`config.mk`:
```
export PLATFORM = sky130hd
export DESIGN_NAME = dqnco_front
export DESIGN_NICKNAME = d
export VERILOG_FILES = /design/src/hw/rtl/dqnco_pkg.sv /design/src/hw/rtl/dqnco_front.sv
export SDC_FILE = /design/constraint.sdc
export NUM_CORES = 1
export LEC_CHECK = 0
export ABC_AREA = 1
export BUFFER_PORTS_ARGS = -buffer_cell sky130_fd_sc_hd__buf_4
export CAP_MARGIN = 20
export CORE_MARGIN = 1.5
export CORE_UTILIZATION = 55
export CTS_CLUSTER_SIZE = 25
export DETAILED_ROUTE_END_ITERATION = 8
export PLACE_DENSITY = 0.85
export SLEW_MARGIN = 10
export SYNTH_ARGS = -nofsm -noshare
export SYNTH_HDL_FRONTEND = slang
export SYNTH_SLANG_ARGS = --single-unit
export TNS_END_PERCENT = 50
```
`constraint.sdc`:
```
create_clock -name clk -period 9.2 [get_ports clk]
set_input_delay 2.3 -clock clk [delete_from_list [all_inputs] [get_ports clk]]
set_output_delay 2.3 -clock clk [all_outputs]
set_load 0.005 [all_outputs]
```
`src/hw/rtl/dqnco_pkg.sv`:
```
// ----------------------------------------------------------------------------
// dqnco_pkg
// Shared constants and tables for the dual quadrature oscillator: register
// indexes, exponent roots, arctangent table and output scaling.
// ----------------------------------------------------------------------------
package dqnco_pkg;

  // Configuration register indexes
  localparam logic [1:0] CFG_KNOB_A    = 2'd0;
  localparam logic [1:0] CFG_KNOB_B    = 2'd1;
  localparam logic [1:0] CFG_BASE_STEP = 2'd2;

  localparam int unsigned BASE_STEP_RST = 23409794;
  localparam int unsigned GAIN_Q30      = 652032874;
  localparam int unsigned AMP           = 10240;
  localparam logic [15:0] SLOW_Q16      = 16'd65208;
  localparam int unsigned ROOT_COUNT    = 11;
  localparam int unsigned ATAN_DEPTH    = 24;

  // Integer square root, used only to build the root table
  function automatic logic [63:0] isqrt64(input logic [63:0] v_in);
    logic [63:0] v;
    logic [63:0] r;
    logic [63:0] b;
    v = v_in;
    r = '0;
    b = 64'd1 << 62;
    for (int i = 0; i < 32; i++) begin
      if (b > v) b = b >> 2;
    end
    for (int i = 0; i < 32; i++) begin
      if (b != 0) begin
        if (v >= r + b) begin
          v = v - (r + b);
          r = (r >> 1) + b;
        end else begin
          r = r >> 1;
        end
        b = b >> 2;
      end
    end
    return r;
  endfunction

  // Q30 roots 2^(2^-k): entry 0 is 2^31, each next is the root of the last
  function automatic logic [11:0][31:0] root_table();
    logic [11:0][31:0] t;
    logic [63:0]       r;
    t[0] = 32'h8000_0000;
    for (int k = 1; k < 12; k++) begin
      r    = isqrt64({t[k-1], 30'd0} & 64'h3FFF_FFFF_FFFF_FFFF | (64'(t[k-1]) << 30));
      t[k] = r[31:0];
    end
    return t;
  endfunction

  localparam logic [11:0][31:0] ROOT_TAB = root_table();

  localparam logic [31:0] ATAN_TAB [ATAN_DEPTH] = '{
    32'h20000000, 32'h12E4051E, 32'h09FB385B, 32'h051111D4, 32'h028B0D43, 32'h0145D7E1,
    32'h00A2F61E, 32'h00517C55, 32'h0028BE53, 32'h00145F2F, 32'h000A2F98, 32'h000517CC,
    32'h00028BE6, 32'h000145F3, 32'h0000A2F9, 32'h0000517C, 32'h000028BE, 32'h0000145F,
    32'h00000A2F, 32'h00000517, 32'h0000028B, 32'h00000145, 32'h000000A2, 32'h00000051
  };

endpackage

```
`src/hw/rtl/dqnco_front.sv`:
```
// ----------------------------------------------------------------------------
// dqnco_front
// Input side: takes a transaction, forms both pitches and converts both phase
// inputs to phase offsets with a reciprocal multiply by one fifth.
// ----------------------------------------------------------------------------
module dqnco_front #(
  parameter int PB = 32
) (
  input  logic                 clk,
  input  logic                 rst_n,
  input  logic                 in_valid,
  output logic                 in_stall,
  input  logic signed [15:0]   in_pitch_cv_a,
  input  logic signed [15:0]   in_phase_cv_a,
  input  logic signed [15:0]   in_pitch_cv_b,
  input  logic signed [15:0]   in_phase_cv_b,
  input  logic signed [14:0]   knob_a,
  input  logic signed [14:0]   knob_b,
  output logic                 q_push,
  output logic [2*17+2*(PB+1)-1:0] q_data,
  input  logic                 q_full
);
  import dqnco_pkg::*;

  localparam int S = PB - 12;
  // Fraction of (r << S) + 2 over five for each remainder r of |cv| / 5
  localparam logic [63:0] TAIL [5] = '{
    64'd0,
    ((64'd1 << S) + 64'd2) / 64'd5,
    ((64'd2 << S) + 64'd2) / 64'd5,
    ((64'd3 << S) + 64'd2) / 64'd5,
    ((64'd4 << S) + 64'd2) / 64'd5
  };

  typedef enum logic {F_IDLE, F_PUSH} fstate_t;

  fstate_t            state_r;
  logic signed [16:0] pa_r, pb_r;
  logic               neg_a_r, neg_b_r;
  logic [PB-1:0]      off_a_r, off_b_r;

  logic [15:0]   mag_a, mag_b;
  logic [31:0]   qa_prod, qb_prod;
  logic [13:0]   qa, qb;
  logic [2:0]    ra, rb;
  logic [PB-1:0] off_a, off_b;
  logic          accept;

  assign accept   = in_valid && !in_stall;
  assign in_stall = (state_r != F_IDLE);
  assign q_push   = (state_r == F_PUSH) && !q_full;
  assign q_data   = {pa_r, pb_r, neg_a_r, off_a_r, neg_b_r, off_b_r};

  // Magnitudes of the phase inputs
  assign mag_a = in_phase_cv_a[15] ? 16'(-in_phase_cv_a) : 16'(in_phase_cv_a);
  assign mag_b = in_phase_cv_b[15] ? 16'(-in_phase_cv_b) : 16'(in_phase_cv_b);

  // Quotient and remainder of |cv| / 5, exact for 16-bit magnitudes
  assign qa_prod = 32'(mag_a) * 32'd52429;
  assign qb_prod = 32'(mag_b) * 32'd52429;
  assign qa      = qa_prod[31:18];
  assign qb      = qb_prod[31:18];
  assign ra      = 3'(mag_a - 16'(qa) * 16'd5);
  assign rb      = 3'(mag_b - 16'(qb) * 16'd5);

  // Offset is (|cv| * 2^PB + 10240) / 20480 = ((|cv| << (PB-12)) + 2) / 5
  assign off_a = PB'({qa, {S{1'b0}}}) + PB'(TAIL[ra]);
  assign off_b = PB'({qb, {S{1'b0}}}) + PB'(TAIL[rb]);

  always_ff @(posedge clk) begin
    if (!rst_n) begin
      state_r <= F_IDLE;
    end else begin
      unique case (state_r)
        F_IDLE: begin
          if (accept) begin
            pa_r    <= 17'(knob_a) + 17'(in_pitch_cv_a);
            pb_r    <= 17'(knob_b) + 17'(in_pitch_cv_b);
            neg_a_r <= in_phase_cv_a[15];
            neg_b_r <= in_phase_cv_b[15];
            off_a_r <= off_a;
            off_b_r <= off_b;
            state_r <= F_PUSH;
          end
        end
        F_PUSH: begin
          if (!q_full) state_r <= F_IDLE;
        end
      endcase
    end
  end

endmodule

```
# Word-level counts from Yosys, hierarchy flattened
# Memory sizes are Yosys's and may differ from the RTL's.
# Index checks and enable logic that the tools add are counted.
totals:
  reg_bits: 101
  rom_bits: 1024
  input_bits: 98
  word_cells: 40
  memories: 2
memory_table:
  columns: ["memory", "words", "width", "read_ports", "rd_clocked_by_memory_dff", "wr", "line", "source"]
  rows:
  - ["(name not given)", 8, 64, 1, 0, 0, "dqnco_front.sv:68", "assign off_b = PB'({qb, {S{1'b0}}}) + PB'(TAIL[rb]);"]
  - ["(name not given)", 8, 64, 1, 0, 0, "dqnco_front.sv:67", "assign off_a = PB'({qa, {S{1'b0}}}) + PB'(TAIL[ra]);"]
classes:
  add_sub_neg: 8
  multipliers: 4
  order_cmp: 2
  mux: 9
  bitwise_logic: 3
  reduce_logical: 5
op_table:
  columns: ["op", "count"]
  rows:
  - ["32-bit two-way mux", 4]
  - ["32-bit adder", 2]
  - ["16-bit by 16-bit multiplier with 32-bit output, second input constant", 2]
  - ["15-bit by 16-bit adder with 17-bit output", 2]
  - ["16-bit two-way mux", 2]
  - ["16-bit negator", 2]
  - ["14-bit by 3-bit multiplier with 3-bit output, second input constant", 2]
  - ["4-bit >= comparator, second input constant", 2]
  - ["3-bit NOT with 4-bit output", 2]
  - ["3-bit subtractor", 2]
  - ["3-bit AND reduction", 1]
  - ["1-bit logical AND", 2]
  - ["1-bit logical NOT", 2]
  - ["1-bit two-way mux", 2]
  - ["1-bit one-hot mux with 2 select lines", 1]
  - ["1-bit NOT", 1]

# Depth between registers and ports, before layout
depth:
  ltp_word: 10
  mapped_depth: 39

# Least setup slack after synthesis
# No wires, ideal clock.
synth_timing:
  path_type: "input -> register"
  start: "input port in_phase_cv_a[0]"
  end: "register off_a_r[16] (data pin)"
  setup_ns: 0.264
  arrival_time_ns: 8.473
  setup_slack_ns: 0.464
  path_stages: 34
  path_buffers: 0
  path_cell_list: "inv_1 -> ha_1 -> inv_1 -> nor2_1 -> inv_1 -> nor2_1 -> inv_1 -> o31ai_1 -> o21ai_0 -> xor2_1 -> ha_1 -> ha_1 -> fa_1 -> fa_1 -> fa_1 -> inv_1 -> fa_1 -> inv_1 -> ha_1 -> nand4_1 -> inv_1 -> a21oi_1 -> nand2_2 -> nand2_2 -> nand2_1 -> ha_1 -> fa_1 -> xor2_1 -> inv_1 -> nand3_1 -> nand2_1 -> nand3_2 -> nand2_4 -> nor2_2"
synth_between:
  elab_chain_cells: 10
synth_lines:
  columns: ["item", "line", "source"]
  rows:
  - ["start, declared", "dqnco_front.sv:14", "input logic signed [15:0] in_phase_cv_a,"]
  - ["16-bit negator", "dqnco_front.sv:55", "assign mag_a = in_phase_cv_a[15] ? 16'(-in_phase_cv_a) : 16'(in_phase_cv_a);"]
  - ["16-bit two-way mux (*)", "dqnco_front.sv:55", null]
  - ["16-bit by 16-bit multiplier with 32-bit output", "dqnco_front.sv:59", "assign qa_prod = 32'(mag_a) * 32'd52429;"]
  - ["14-bit by 3-bit multiplier with 3-bit output", "dqnco_front.sv:63", "assign ra = 3'(mag_a - 16'(qa) * 16'd5);"]
  - ["3-bit subtractor (*)", "dqnco_front.sv:63", null]
  - ["3-bit NOT with 4-bit output (not written as such) (*)", "dqnco_front.sv:67", null]
  - ["memory 8 x 64 bit (*)", null, null]
  - ["32-bit two-way mux (not written as such) (*) (2 in a row)", "dqnco_front.sv:67", null]
  - ["32-bit adder (*)", "dqnco_front.sv:67", null]
  - ["end signal, assigned", "dqnco_front.sv:81", "off_a_r <= off_a;"]
  - ["end, declared", "dqnco_front.sv:40", "logic [PB-1:0] off_a_r, off_b_r;"]
# Every way passes the cells marked *; elsewhere a longest branch is shown, timed or not. The select of a mux whose other input is x is not followed.
# A chain may end at the register's enable or synchronous reset.

# Worst setup path after layout
layout_timing:
  start: "input port in_phase_cv_b[0]"
  end: "register off_b_r[19] (data pin)"
layout_between:
  elab_chain_cells: 10
layout_lines:
  columns: ["item", "line", "source"]
  rows:
  - ["start, declared", "dqnco_front.sv:16", "input logic signed [15:0] in_phase_cv_b,"]
  - ["16-bit negator", "dqnco_front.sv:56", "assign mag_b = in_phase_cv_b[15] ? 16'(-in_phase_cv_b) : 16'(in_phase_cv_b);"]
  - ["16-bit two-way mux (*)", "dqnco_front.sv:56", null]
  - ["16-bit by 16-bit multiplier with 32-bit output", "dqnco_front.sv:60", "assign qb_prod = 32'(mag_b) * 32'd52429;"]
  - ["14-bit by 3-bit multiplier with 3-bit output", "dqnco_front.sv:64", "assign rb = 3'(mag_b - 16'(qb) * 16'd5);"]
  - ["3-bit subtractor (*)", "dqnco_front.sv:64", null]
  - ["3-bit NOT with 4-bit output (not written as such) (*)", "dqnco_front.sv:68", null]
  - ["memory 8 x 64 bit (*)", null, null]
  - ["32-bit two-way mux (not written as such) (*) (2 in a row)", "dqnco_front.sv:68", null]
  - ["32-bit adder (*)", "dqnco_front.sv:68", null]
  - ["end signal, assigned", "dqnco_front.sv:82", "off_b_r <= off_b;"]
  - ["end, declared", "dqnco_front.sv:40", null]
# Marks and branches as above.

==> results.json <==
{
  "outcome": "complete, no violations",
  "setup_viol": 0,
  "synth_area_mm2": 0.0140,
  "final_layout_size_suffix_gt1_share_pct": 17.4,
  "synth_nets": 2096,
  "grt_pass1_vias": 11700,
  "placed_cells": 2096,
  "dieHeight_um": 163,
  "grt_antenna_before_repair": 0,
  "synth-seq-cells": 73,
  "cp_max_fo": 4,
  "portBuffers": 199,
  "grt_overflow": 0,
  "final-instance-count-excl-fill": 2118,
  "synthAdderAreaFrac_pct": 47.4,
  "synth-seq-area-share_pct": 15.6,
  "synth_top_family_by_area": "adder cells",
  "synth_cell_type_count": 44,
  "grt_pass1_wl_um": 55800,
  "synth_compound_area_share_pct": 7.83,
  "period_needed_ps": 8810,
  "die_w_um": 163,
  "max_cap_violations": 0,
  "synth_top_area_cell": "ha_1",
  "yosysWarnings": 0,
  "drtPass1Iterations": 5,
  "h-tree-depth": 3,
  "dieArea_mm2": 0.0265,
  "grt_max_degree": 73,
  "clkSinkCount": 73,
  "start_kind": "input port",
  "via_per_inst": 5.41,
  "synth_xor_area_share_pct": 6.19,
  "coreArea_mm2": 0.0251,
  "worstPathArrival_ps": 8910,
  "gp_congestion": 0.991,
  "max_slew_margin_pct": 32.9,
  "synth.mux.area_fraction_pct": 0,
  "vias": 11500,
  "synth_simple_gate_area_share_pct": 11.8,
  "avgSynthCellArea_um2": 8.99,
  "drv_slew": 0,
  "postSynthCellCount": 1560,
  "hp-class": "flop to flop",
  "clock.fmax_mhz": 113,
  "critPathMaxStageDelay_ps": 530,
  "reg2reg_depth": 2,
  "whs_path_depth": 2,
  "finalCritPeriodShare_pct": 95.8,
  "drt_wl_total_um": 35100,
  "finalHoldViolCount": 0,
  "ant_nets": 0,
  "fp-row-count": 58,
  "numCtsBuffers": 9,
  "yosys-top-cells-area": "ha_1 25%, fa_1 22%, edfxtp_1 15%",
  "required_ps": 9300,
  "dr.first_iter.drc_count": 679,
  "final.setup.tns_ps": 0,
  "syn_to_final_growth_pct": 16.8,
  "drc": 0,
  "avgRoutedWirePerCell_um": 16.6,
  "fill_cells": 2026,
  "clkLatencyLatePin_ps": 340,
  "cts.hold.buffers_added": 0,
  "cp_slowest_cell": "fa_1",
  "io_pins": 200,
  "cts_tree": "yes",
  "initial_core_util_pct": 55.8,
  "dpl.hpwl_um": 30700,
  "synth_top_area_share_pct": 25.2,
  "antenna_cells": 0,
  "finClkSkew_ps": 13.5,
  "path_clk_slew_ps": 90,
  "nNetsFinal": 2319,
  "clock-root-buffer": "clkbuf_16",
  "clk_path_buf_depth": 2,
  "worstMarginPinSlew_ps": 1010,
  "critPathKind": "input port to flop",
  "endpoint_kind": "flop",
  "track_usage_pct": 26.8
}
kinds of logic (layout without fill, tap and decap cells):
logic type,Yosys count,count (layout)
DFF,73,73
AOI/OAI and AO/OA,197,197
xor gates and xnor gates,99,99
buffers and inverters,384,612
and+or+nand+nor,369,369
adders and majority gates,438,438
per-stage QoR:
| step | setup WS, ps | area [um2] | hold slack (ps) | util (%) |
|---|---|---|---|---|
| floorplan | 464 | 14000 | 520 | - |
| global placement | 58.0 | 16000 | 523 | 63.7 |
| detailed placement | -161 | 16000 | 565 | 63.7 |
| CTS | 203 | 16300 | 588 | 64.8 |
| global route | -36.1 | 16400 | 618 | 65.2 |
| finish | 389 | 16400 | 576 | 65.2 |
registers in the layout, summed over array words and instances, names as in the netlist:
register  flops
in_stall      1
neg_b_r       1
off_b_r      18
off_a_r      18
pb_r         17
pa_r         17
neg_a_r       1
cell usage in the layout, fill, tap and decap left out, types with 6 or more instances in the layout:
cell	instances
a21o_1	7
nand2_2	12
xnor2_1	31
nand2_1	178
nand2_4	7
xor2_1	65
o21a_1	6
nand3_1	34
nor2_1	87
ha_1	282
nand4_1	15
inv_1	346
o21ai_0	56
edfxtp_1	72
clkbuf_16	9
buf_4	244
a21oi_1	93
fa_1	156
nor3_1	10
what timing repair did:
| action | in CTS | in global routing |
|---|---|---|
| resized for setup | 0 | 10 |
| setup buffers | 0 | 6 |
| setup endpoints to repair | 0 | 12 |
worst max-delay path: cells and delay by family:
kind	cells	cell delay, ps
xor gates and xnor gates	2	350
buffers and inverters	7	660
AOI/OAI and AO/OA	6	890
and+or+nand+nor	9	1030
adders and majority gates	10	3730
final cells by class:
type	instances	area (um2)	area share, %
repair buffers	244	1830	11.2
clock inverters	7	68.8	0.420
well taps	330	413	2.52
flip-flops and latches	73	2180	13.3
multi-input cells	1103	10300	63.1
inverters	352	1330	8.10
clock buffers	9	225	1.38
metal layers:
| metal | part of all wire (%) | vias up | global-route usage (%) |
|---|---|---|---|
| li1 | - | 5466 | - |
| met1 | 41 | 5447 | 32.6 |
| met2 | 50 | 486 | 48.7 |
| met3 | 6.4 | 64 | 4.02 |
| met4 | 2.4 | 0 | 7.88 |
| met5 | 0 | - | 0 |
path summary, 6_finish.rpt:
path                                  startpoint          end  slack [ps]
worst max-delay path            in_phase_cv_b[0]  off_b_r[19]         390
worst min-delay path                    in_stall     in_stall         580
worst max register to register          in_stall  off_a_r[23]        7530
worst min register to register          in_stall     in_stall         580
synth_stat cells, drive strengths merged:
master,n
ha,282
o21bai,4
buf,32
xnor2,31
xor2,68
nand3b,2
a221oi,3
nor3,15
or2,3
o31ai,2
nand2,197
o21a,6
a21boi,5
edfxtp,72
a21oi,95
inv,352
nand4,15
a211oi,2
o2111ai,3
nor2,91
nor4,6
o211a,1
and3,1
o21ai,64
dfxtp,1
o211ai,1
a31oi,4
nand3,39
a21o,7
fa,156
Power is left out: the tool's default activity adds up to more than one toggle a clock period on the data nets, which glitch-free logic cannot reach.
