File: src/hw/rtl/dqnco_fifo.sv
// ----------------------------------------------------------------------------
// dqnco_fifo
// Two-entry queue between the front and back ends.
// ----------------------------------------------------------------------------
module dqnco_fifo #(
  parameter int W = 8
) (
  input  logic         clk,
  input  logic         rst_n,
  input  logic         push,
  input  logic [W-1:0] push_data,
  output logic         full,
  input  logic         pop,
  output logic [W-1:0] pop_data,
  output logic         empty
);

  logic [W-1:0] mem_r [2];
  logic         wptr_r;
  logic         rptr_r;
  logic [1:0]   cnt_r;

  assign full     = (cnt_r == 2'd2);
  assign empty    = (cnt_r == 2'd0);
  assign pop_data = mem_r[rptr_r];

  // Write payload
  always_ff @(posedge clk) begin
    if (push) mem_r[wptr_r] <= push_data;
  end

  // Advance pointers and fill count
  always_ff @(posedge clk) begin
    if (!rst_n) begin
      wptr_r <= 1'b0;
      rptr_r <= 1'b0;
      cnt_r  <= 2'd0;
    end else begin
      if (push) wptr_r <= ~wptr_r;
      if (pop)  rptr_r <= ~rptr_r;
      if (push && !pop)      cnt_r <= cnt_r + 2'd1;
      else if (pop && !push) cnt_r <= cnt_r - 2'd1;
    end
  end

endmodule

File: config.mk
export PLATFORM = sky130hd
export DESIGN_NAME = dqnco_fifo
export DESIGN_NICKNAME = d
export VERILOG_FILES = /design/src/hw/rtl/dqnco_fifo.sv
export SDC_FILE = /design/constraint.sdc
export NUM_CORES = 1
export LEC_CHECK = 0
export BUFFER_PORTS_ARGS = -buffer_cell sky130_fd_sc_hd__clkbuf_2
export CORE_MARGIN = 3
export CORE_UTILIZATION = 35
export CTS_CLUSTER_SIZE = 30
export DETAILED_ROUTE_END_ITERATION = 10
export PLACE_DENSITY = 0.58
export SYNTH_ARGS = -nofsm -noshare
export SYNTH_HDL_FRONTEND = slang
export SYNTH_SLANG_ARGS = --single-unit
File: constraint.sdc
create_clock -name clk -period 1.55 [get_ports clk]
set_clock_uncertainty 0.15 [all_clocks]
set_input_delay 0.0775 -clock clk [delete_from_list [all_inputs] [get_ports clk]]
set_output_delay 0.0775 -clock clk [all_outputs]
set_load 0.05 [all_outputs]
* After elaboration in Yosys (flattened, before gate mapping)
Memory sizes are Yosys's and may differ from the RTL's. A register that Yosys moved wholly into a read port is not among the register bits.
Cells that the tools add are included.
** Word-level totals
- Memory bits (writable) :: 16
- Register bits :: 4
- Output and inout port bits :: 10
- Memories :: 1
- Bits in latches :: 0
- Logic and storage cells :: 21
- Bits in read-only memories :: 0
** Cells by class
- $add $sub $neg :: 2
- Div/mod/pow operators :: 0
- $lt $le $gt $ge :: 0
- Multiply operators :: 0
- Reduce and logical (&&, ||, !) cells :: 6
- Bitwise gates (word level) :: 2
- Mux-type cells :: 6
- Equality and inequality tests :: 1
- Shift-type cells :: 0
** Memory list
- mem_r :: depth 2, width 8, rd ports 1, clocked after Yosys merged registers in 1, wr ports 1, line 18 : logic [W-1:0] mem_r [2];
** Operators by type and width (number)
- 1-bit 2-to-1 mux :: 4
- 2-bit 2-to-1 mux :: 2
- 2-bit by 1-bit adder with 2-bit output, second input constant :: 1
- 2-bit equality test, second input constant :: 1
- 1-bit logical AND :: 2
- 1-bit logical NOT :: 2
- 2-bit logical NOT :: 1
- 1-bit NOT :: 2
- 2-bit nonzero test :: 1
- 2-bit by 1-bit subtractor with 2-bit output, second input constant :: 1

* Depth between registers and ports, before layout
Gate-level depths: netlist of the first run.
- Depth in word-level cells :: 4
- Mapped depth :: 5
- Gate-level depth less buffers :: 5

* Least setup slack after synthesis of the first run
No wires, ideal clock.
- Kind :: flip-flop to flip-flop
- Start :: register wptr_r
- End :: memory mem_r[0][0], enable pin
- Clock period less this slack :: 1.254 ns
- Stages on the path, launching flop included :: 2
- Slack :: 0.296 ns
- Setup time :: 0.375 ns
- Arrival time :: 0.730 ns
- Data required time :: 1.025 ns
- Cell sequence :: dfxtp_1 nor2b_1
** RTL lines
- from (decl) :: line 19 : logic wptr_r;
- from (signal assigned) :: line 39 : if (push) wptr_r <= ~wptr_r;
- to (decl) :: line 18
Straight into the memory's write port.

==> results.md, run 1 <==
* Core Rows at 16
* Root buf cell: clkbuf_4
* Worst vdd ir at ~520 µV
* Post-DP HPWL at between 800 and 900 µm
* Pin count of the biggest net entering global routing at 12
* R2R Setup Slk at around 150 ps
* Antenna Violating Nets Remaining at 0
* CP Cell Sequence: mux2_2 > buf_2
* CTS H-Tree Depth at 1
* Worst min path class: in2reg
* Skew-Pair Late Insertion Delay at about 290 ps
* Inst Count DP at 95
* Synth top area share at 0.605
* Via count at roughly 470
* Worst r2r path cells at 3
* Aggregate global routing overflow at 0
* Final min period at 1500 ps
* CP Capture Point: pop_data[3]
* Synth warn at 0
* Setup crit end kind: primary output
* Slew @ Worst Pin at between 300 and 400 ps
* Chip Width at 53.6 µm
* Endpoint arrival time on the critical path at 1270 ps
* Non-Filler Instances at 110
* Via density at 4.26
* RR Startpoint: wptr_r$_SDFFE_PN0P_
* CP startpoint kind: flop
* Crit path kind: reg2out
* Worst path max stage delay at 420 ps
* First-pass GRT wire length at 1970 µm
* Final period utilization at 0.968
* Synthesis-stage register bit count at 21
* Initial core utilization at 0.385
* Maximum clock path buffer count at 2
* Die Y at 53.6 µm
* Synth top area cells: edfxtp_1 60%, dfxtp_1 13%, mux2_2 11%
* Post-synth cell types at 16
* Worst path required time at around 1300 ps
* Ys async rst share at 0
* Fin. Hold Viols at 0
* Hold WS at 105 ps
* GRT Total Usage at 0.101
* # Post-CTS Setup Buffers at 0
* # diodes at 0
* Vias in the first global route at 473
* Synth top cells by count: 16 x edfxtp_1, 8 x mux2_2, 5 x dfxtp_1, 4 x and2_1
* Post-layout power at 1.19 mW
* Synth Cell Area at 795 µm²
* Synth Instances at 47
* Max FO, Critical Path at 8
* DRC at 0
* Share of layout cells above drive strength 1 at 0.434
* Ports at 22
* Most frequent cell after synthesis: edfxtp_1
* Status: finished clean
* Final #Nets at between 90 and 100
* Final Setup Violations at 0
* Place WS at 165 ps
* Pwr Density at 1080 mW/mm²
* Final Max Tran Viols at 0
* Clk slew on worst S/H paths at approximately 110 ps
* Clk sinks at 21
* Synthesized area per cell at 16.9 µm²
* Syn_nets at 60
* CP max stage cell: dfxtp_4
* Port bufs at 21
* Cts bufs inserted at 3
* Synthesis-to-finish area growth at 38.6%
* FF-to-FF End: wptr_r$_SDFFE_PN0P_
* Static leakage at 0.437 nW
* Iteration-0 DRC Markers at 1
* CTS tree: yes
* Slew margin rel. at 0.736
* Final estimated routing congestion in global placement at 0.668
* Yosys top cell by area: edfxtp_1
* Main synth FF type: edfxtp_1
* Register area share after synthesis at 0.731
* Post-synth EDFFs at 16
* Initial antenna violation count at 0
* Die area at 0.00288 mm²
* Core ar. at 0.00206 mm²
* TritonRoute pass-1 iters at 3
* Setup ws final at 49.3 ps
* WL/cell at 11.1 µm
* Max-Cap Viols at 0
* Setup tns final at 0 ps
* RSZ-0062 raised after global routing: yes
* Fmax at roughly 0.67 GHz
* Routed WL at 1220 µm
[placed cells by master (no fill, tap or decap)]
cell type and instances:
o21ai_0 1, inv_1 1, buf_4 6, and2_1 4, o21a_1 1, xor2_1 2, a21boi_1 1, clkbuf_4 3
clkbuf_2 13, mux2_2 8, nor2b_1 2, ha_4 1, nor2_1 1, or3_1 1, dfxtp_4 1, edfxtp_1 16
and2b_2 1, dlygate4sd3_1 11, buf_2 3, xnor2_1 1, clkbuf_1 1, dfxtp_1 4
[worst min path at each step]
stage               slack (ps)  cells after the start               endpoint          from
global placement           120                      1  mem_r[0][5]$_DFFE_PP_  push_data[5]
detailed placement         120                      1  mem_r[0][6]$_DFFE_PP_  push_data[6]
floorplan                   30                      0  mem_r[0][0]$_DFFE_PP_  push_data[0]
global route               150                      4  cnt_r[1]$_SDFFE_PN0P_          push
CTS                        120                      4  cnt_r[1]$_SDFFE_PN0P_          push
finish                     110                      4  cnt_r[1]$_SDFFE_PN0P_          push
[power by group]
group	internal, mW	switching, mW	leakage [nW]
clock network	0.100	0.152	0.0150
registers	0.644	0.0218	0.192
logic	0.109	0.164	0.230
total	0.853	0.338	0.437
[critical path: cells and delay by family, from the launching register on]
family / cells / cell delay [ps]
flops: 1 / 420
mux: 1 / 350
buf+inv: 1 / 210
[sequential cells by signal, summed over array words and instances, names as in the netlist, named ones only]
signal  cells
wptr_r      1
cnt_r       2
mem_r      16
rptr_r      1
[logic make-up (layout without fill, tap and decap cells)]
logic type                 after synthesis  after routing  synth area share
DFF                                     21             21             0.731
muxes                                    8              8             0.113
adders and majority gates                1              1            0.0157
and+or+nand+nor                          9              9            0.0709
buffers and inverters                    2             38            0.0110
xor gates and xnor gates                 3              3            0.0331
AOI/OAI and AO/OA                        3              3            0.0252
[layout make-up]
class | instances | area, µm²
Fill cell | 181 | 961
Sequential cell | 21 | 584
Timing Repair Buffer | 33 | 235
Multi-Input combinational cell | 24 | 218
Tap cell | 27 | 33.8
Clock buffer | 4 | 26.3
Inverter | 1 | 3.75
[routing by layer]
layer	wire, µm	part of all wire	track usage	up-vias
met3	68	0.056	0.0249	2
met1	529	0.43	0.113	213
met2	614	0.50	0.163	13
met4	9	0.0074	0.0766	0
li1	-	-	-	241
met5	0	0	0	-
[metrics by stage]
step	util	area, µm²
3_5_place_dp	0.454	936
4_1_cts	0.522	1080
2_1_floorplan	-	795
6_report	0.534	1100
5_1_grt	0.534	1100
3_3_place_gp	0.454	936
[timing repair]
item | in CTS | in global routing
gates resized for setup | 2 | 19
hold endpoints to repair | 21 | 0
endpoints found under the setup margin | 8 | 9
hold buffers | 11 | 0
No activity file was read; power rests on OpenSTA's default activity.
==> inputs of run 2 (changes only) <==
--- a/config.mk
+++ b/config.mk
@@ -6,6 +6,7 @@
 export NUM_CORES = 1
 export LEC_CHECK = 0
 export BUFFER_PORTS_ARGS = -buffer_cell sky130_fd_sc_hd__clkbuf_2
+export CORE_ASPECT_RATIO = 0.9
 export CORE_MARGIN = 3
 export CORE_UTILIZATION = 35
 export CTS_CLUSTER_SIZE = 30
==> constraint.sdc (replaced) <==
create_clock -name clk -period 1.55 [get_ports clk]
set_clock_uncertainty 0.15 [all_clocks]
set_input_delay 0.155 -clock clk [delete_from_list [all_inputs] [get_ports clk]]
set_output_delay 0.155 -clock clk [all_outputs]
set_load 0.05 [all_outputs]
==> run 2 against run 1 <==
Against the previous run: the run now ends with negative setup slack left; non-clock buffer count decreased by 1; routed wire length is 7.7% higher; die area about the same; power rose by 5.4%; sequential share of layout area decreased by 3.6 points; highest routed layer unchanged.
==> results.md, run 2 (synthesized netlist as in run 1, its figures left out) <==
* Fmax at 0.636 GHz (-4.5%)
* Chip Width at 56.2 µm (+4.8%)
* Setup ws final at -21.4 ps (-70.7 ps)
* RSZ-0062 raised after global routing: yes
* Cts bufs inserted at 3 (unchanged)
* Synthesis-to-finish area growth at 48.8%
* RR Startpoint: wptr_r$_SDFFE_PN0P_
* Largest registers: mem_r: 16 flops, cnt_r: 2 flops
* Via count at 477 (+1.7%)
* Endpoint arrival time on the critical path at 1270 ps (about the same)
* Share of layout cells above drive strength 1 at 0.451 (+0.0175)
* Final estimated routing congestion in global placement at 0.605 (-9.5%)
* Status: finished with violations
* Slew @ Worst Pin at 401 ps (+4.79 ps)
* Biggest register: mem_r
* Root buf cell: clkbuf_4
* Setup crit end kind: primary output
* WL/cell at 12.3 µm (+11%)
* Max-Cap Viols at 0 (unchanged)
* Hold Startpoint: pop
* Die area at 0.00288 mm² (about the same)
* Core ar. at 0.00203 mm² (-1.7%)
* DRC at 0 (unchanged)
* GRT Total Usage at 0.110 (+0.00937)
* Clk slew on worst S/H paths at 110 ps (about the same)
* Hold WS at 40.0 ps (-65.2 ps)
* Non-Filler Instances at 107 (-2.7%)
* First-pass GRT wire length at 2280 µm (+16%)
* Area of the multi-input gates at 235 µm² (+8.0%)
* Fin. Hold Viols at 0 (unchanged)
* Worst path required time at 1240 ps (-80 ps)
* Slew margin rel. at 0.733 (-0.00319)
* Inst Count DP at 94 (-1.1%)
* TritonRoute pass-1 iters at 2 (-1)
* Worst min path class: in2reg
* Max FO, Critical Path at 8 (unchanged)
* Final Setup Violations at 1 (+1)
* CP Cell Sequence: mux2_4 > clkbuf_16
* Ports at 22 (unchanged)
* Die Y at 51.2 µm (-4.6%)
* CP max stage cell: dfxtp_4
* Maximum clock path buffer count at 2 (unchanged)
* Iteration-0 DRC Markers at 14 (+13)
* Fill cells at 179 (-1.1%)
* Final #Nets at 96 (-1.0%)
* # diodes at 0 (unchanged)
* Final period utilization at 1.01 (+0.0456)
* Core Rows at 15 (-1)
* Pwr Density at 1060 mW/mm² (-1.8%)
* Static leakage at 0.493 nW (+13%)
* Initial core utilization at 0.392 (+0.00666)
* Violations in the final reports: negative setup slack
* Crit path kind: reg2out
* Vias in the first global route at 481 (+1.7%)
* Initial antenna violation count at 0 (unchanged)
* Worst path max stage delay at 460 ps (+40 ps)
* Aggregate global routing overflow at 0 (unchanged)
* CP startpoint kind: flop
* Routed WL at 1320 µm (+7.7%)
* Commonest non-fill, non-tap cell in the layout: edfxtp_1
* Worst vdd ir at 629 µV (+21%)
* Port bufs at 21 (unchanged)
* Reg area at 584 µm² (unchanged)
* CTS H-Tree Depth at 1 (unchanged)
* Via density at 4.46 (+4.6%)
* Clk sinks at 21 (unchanged)
* CTS tree: yes
* Flip-flop count of the largest register after layout at 16 (unchanged)
* Antenna Violating Nets Remaining at 0 (unchanged)
* Final Max Tran Viols at 0 (unchanged)
* Pin count of the biggest net entering global routing at 13 (+1)
* Skew-Pair Late Insertion Delay at 300 ps (about the same)
* Commonest cells after routing, fill and taps aside: 16 x edfxtp_1, 13 x clkbuf_2, 9 x dlygate4sd3_1
* Final min period at 1570 ps (+70.7 ps)
[run 2: metal layers]
metal,global-route usage,wire [µm]
met2,0.185,694
met5,0,0
met1,0.123,526
met3,0.0530,81
met4,0.0356,13
[run 2: final cells by class]
cell class / count / area share
clock inverters: 1 / 0.00423
inverters: 1 / 0.00317
flip-flops and latches: 21 / 0.494
clock buffers: 3 / 0.0190
well taps: 25 / 0.0265
repair buffers: 32 / 0.254
multi-input cells: 24 / 0.199
[run 2: path summary, 6_finish.rpt]
check                                to  slack (ps)  depth (start not counted)
setup / recovery            pop_data[0]         -20                          2
hold / removal                     flop          40                          3
setup reg to reg  mem_r[1][2]$_DFFE_PP_         350                          1
hold reg to reg   cnt_r[1]$_SDFFE_PN0P_         370                          2
[run 2: power breakdown]
part / switching, mW / internal [mW]
registers: 0.0258 / 0.645
logic: 0.173 / 0.156
clock network: 0.160 / 0.0962
total: 0.359 / 0.897
[run 2: repair_timing]
item                                   in CTS  in global routing
setup endpoints to repair                   8                  8
endpoints found under the hold margin      21                  0
resized for setup                          27                  7
hold buffers                                9                  0
setup buffers                               0                  0
[run 2: worst max-delay path, delay by kind of cell, from the launching register on]
kind / cells / cell delay, ps
DFF: 1 / 460
muxes: 1 / 330
buffers and inverters: 1 / 170
[run 2: per-stage QoR]
| stage | util | setup TNS [ps] | power [mW] | area (µm²) | setup WS, ps |
|---|---|---|---|---|---|
| after floorplan | - | 0 | 0.861 | 795 | 254 |
| after global placement | 0.464 | 0 | 0.921 | 941 | 89.9 |
| after detailed placement | 0.464 | 0 | 0.925 | 941 | 75.4 |
| after CTS | 0.579 | -269 | 1.26 | 1170 | -37.9 |
| after global routing | 0.583 | -524 | 1.32 | 1180 | -87.2 |
| final | 0.583 | -21.4 | 1.26 | 1180 | -21.4 |
==> inputs of run 3 (changes only) <==
--- a/config.mk
+++ b/config.mk
@@ -5,7 +5,9 @@
 export SDC_FILE = /design/constraint.sdc
 export NUM_CORES = 1
 export LEC_CHECK = 0
+export ABC_AREA = 1
 export BUFFER_PORTS_ARGS = -buffer_cell sky130_fd_sc_hd__clkbuf_2
+export CAP_MARGIN = 30
 export CORE_ASPECT_RATIO = 0.9
 export CORE_MARGIN = 3
 export CORE_UTILIZATION = 35
==> run 3 against run 2 <==
Against the previous run: the run now ends clean; register-to-register slack better by 30 ps; global-route usage is 0.76 points lower; non-clock buffer count grew 2; critical path depth unchanged; count of clock-buffer cells in the layout grew 1; sequential cell count unchanged; die area is 1.1% higher; routed wire length rose by 4.9%; design area rose by 1.6%; sequential power hardly changed; first-iteration DRC count shrank 86%; largest cell class unchanged; largest power group unchanged; highest routed layer unchanged.
==> results.md, run 3 <==
* Status: finished clean
* Die area at 0.00291 mm² (+1.1%)
* Synth Instances at 58 (+23%)
* Core ar. at 0.00205 mm² (+0.93%)
* Most frequent cell after synthesis: edfxtp_1
* Antenna Violating Nets Remaining at 0 (unchanged)
* Synthesis-stage register bit count at 21 (unchanged)
* CP Cell Sequence: mux2_4 > buf_8
* Synthesized area per cell at 13.9 µm² (-18%)
* Synth top area cells: edfxtp_1 60%, dfxtp_1 12%, mux2_2 11%
* Synth top cells by count: 16 x edfxtp_1, 8 x inv_1, 8 x mux2_2, 7 x nor2_1, 5 x dfxtp_1
* Register area share after synthesis at 0.722 (-0.00909)
* Commonest cells after routing, fill and taps aside: 16 x edfxtp_1, 13 x clkbuf_2, 11 x dlygate4sd3_1
* Share of layout cells above drive strength 1 at 0.389 (-0.0617)
* Max-Cap Viols at 0 (unchanged)
* Pwr Density at 1030 mW/mm² (-3.2%)
* Switch share at 0.280 (-0.00628)
* CTS tree: yes
* Clk sinks at 21 (unchanged)
* Comb power frac at 0.259 (-0.003)
* # Post-CTS Setup Buffers at 0 (unchanged)
* Syn_nets at 71 (+18%)
* Post-layout power at 1.24 mW (-1.6%)
* Yosys top cell by area: edfxtp_1
* Util after Layout at 0.587 (+0.00382)
* Critical path depth at 2 (unchanged)
* Post-DP HPWL at 924 µm
* Worst path required time at 1240 ps (about the same)
* Cts bufs inserted at 3 (unchanged)
* Root buf cell: clkbuf_4
* Routed WL at 1380 µm (+4.9%)
* Synth top area share at 0.597 (-0.00752)
* Final #Nets at 109 (+14%)
* DRC at 0 (unchanged)
* Clock Power Share at 0.198 (-0.006)
* Post-synth cell types at 16 (unchanged)
* Synth Cell Area at 805 µm² (+1.3%)
* Worst r2r path cells at 2 (+1)
* Fin. Hold Viols at 0 (unchanged)
* First-pass GRT wire length at 2240 µm (-1.5%)
* Crit path kind: reg2out
* Vias in the first global route at 578 (+20%)
* Final Max Tran Viols at 0 (unchanged)
* TritonRoute pass-1 iters at 2 (unchanged)
* Main synth FF type: edfxtp_1
* Final estimated routing congestion in global placement at 0.701 (+16%)
* Pin count of the biggest net entering global routing at 12 (-1)
* Worst min path class: reg2reg
* Inst Count DP at 105 (+12%)
* Iteration-0 DRC Markers at 2 (-12)
* Synth warn at 0 (unchanged)
* Aggregate global routing overflow at 0 (unchanged)
* Core Rows at 15 (unchanged)
* Fmax at 0.653 GHz (+2.6%)
* CP max stage cell: dfxtp_4
* Synthesis-to-finish area growth at 49.3%
* CP Buf/Inv Count at 1 (unchanged)
* Via density at 4.51 (+1.1%)
* GRT Total Usage at 0.102 (-0.00758)
* Initial antenna violation count at 0 (unchanged)
* Flip-flop count of the largest register after layout at 16 (unchanged)
* Worst path max stage delay at 450 ps (about the same)
* Internal power at 890 µW (-0.78%)
* Commonest non-fill, non-tap cell in the layout: edfxtp_1
* Non-Filler Instances at 120 (+12%)
* WL/cell at 11.5 µm (-6.4%)
* Setup crit end kind: primary output
* Final Setup Violations at 0 (-1)
* Max FO, Critical Path at 8 (unchanged)
* CP top delay family: flip-flops
* CP startpoint kind: flop
* Port bufs at 21 (unchanged)
* Initial core utilization at 0.393 (+0.00130)
* Fill cells at 167 (-6.7%)
* Biggest register: mem_r
* # diodes at 0 (unchanged)
* Worst hold path cell count at 2 (-1)
* Post-synth EDFFs at 16 (unchanged)
* Via count at 541 (+13%)
* Endpoint arrival time on the critical path at 1230 ps (-40 ps)
* Largest registers: mem_r: 16 flops, cnt_r: 2 flops
* Chip Width at 56.5 µm (+0.56%)
* Clk slew on worst S/H paths at 100 ps (about the same)
* Final period utilization at 0.988 (-0.0258)
* Switching Power at 346 µW (-3.8%)
* Hold WS at 373 ps (+333 ps)
* Worst vdd ir at 576 µV (-8.3%)
* Die Y at 51.5 µm (+0.56%)
* Final min period at 1530 ps (-40.0 ps)
* Skew-Pair Late Insertion Delay at 290 ps (about the same)
* CTS H-Tree Depth at 1 (unchanged)
* Sequential Power Share at 0.543 (+0.009)
* Slew margin rel. at 0.762 (+0.0297)
* Ys async rst share at 0 (unchanged)
* Ports at 22 (unchanged)
* Static leakage at 0.524 nW (+6.3%)
* RSZ-0062 raised after global routing: yes
* Slew @ Worst Pin at 356 ps (-44.9 ps)
* Maximum clock path buffer count at 2 (unchanged)
-- run 3: routing by layer --
metal | up-vias | track usage | part of all wire
met5 | - | 0 | 0
met4 | 0 | 0.0474 | 0.0036
met3 | 2 | 0.0278 | 0.046
met2 | 10 | 0.192 | 0.55
met1 | 257 | 0.105 | 0.40
li1 | 272 | - | -
-- run 3: final timing paths --
check / end / slack [ps] / startpoint
worst max-delay path: pop_data[6] / 20 / flop
worst min-delay path: wptr_r$_SDFFE_PN0P_ / 370 / wptr_r$_SDFFE_PN0P_
worst max register to register: mem_r[1][5]$_DFFE_PP_ / 380 / wptr_r$_SDFFE_PN0P_
worst min register to register: wptr_r$_SDFFE_PN0P_ / 370 / wptr_r$_SDFFE_PN0P_
-- run 3: power groups by stage --
| stage | Sequential, mW | Combinational, mW | Clock, mW |
|---|---|---|---|
| floorplan | 0.667 | 0.184 | 0 |
| global placement | 0.678 | 0.232 | 0 |
| detailed placement | 0.679 | 0.236 | 0 |
| CTS | 0.668 | 0.293 | 0.260 |
| global route | 0.676 | 0.340 | 0.291 |
| finish | 0.671 | 0.320 | 0.244 |
-- run 3: worst min-delay path, delay by kind of cell, from the launching register on --
| kind | cells | cell delay, ps |
|---|---|---|
| simple gates | 2 | 150 |
| flops | 1 | 340 |
-- run 3: cell families after synthesis --
logic type | Yosys count | synth area share
and+or+nand+nor | 15 | 0.0793
buffers and inverters | 10 | 0.0482
DFF | 21 | 0.722
xor gates and xnor gates | 1 | 0.0109
AOI/OAI and AO/OA | 2 | 0.0124
adders and majority gates | 1 | 0.0155
muxes | 8 | 0.112
-- run 3: layout make-up --
cell class | count | area, µm² | share of cell area
Sequential cell | 21 | 584 | 0.486
Timing Repair Buffer | 34 | 310 | 0.258
Multi-Input combinational cell | 27 | 215 | 0.179
Inverter | 9 | 33.8 | 0.0281
Tap cell | 25 | 31.3 | 0.0260
Clock buffer | 4 | 26.3 | 0.0219
-- run 3: what timing repair did --
action / in CTS / in global routing
hold buffers: 11 / 0
endpoints found under the hold margin: 21 / 0
setup endpoints to repair: 8 / 8
resized for setup: 18 / 16
-- run 3: metrics by stage --
stage               TNS, ps  worst slack [ps]  cell area [µm²]
finish                    0              18.5             1200
global route           -339             -49.1             1200
CTS                    -182             -27.3             1160
detailed placement        0              73.4              951
global placement          0              77.4              951
floorplan                 0               226              805
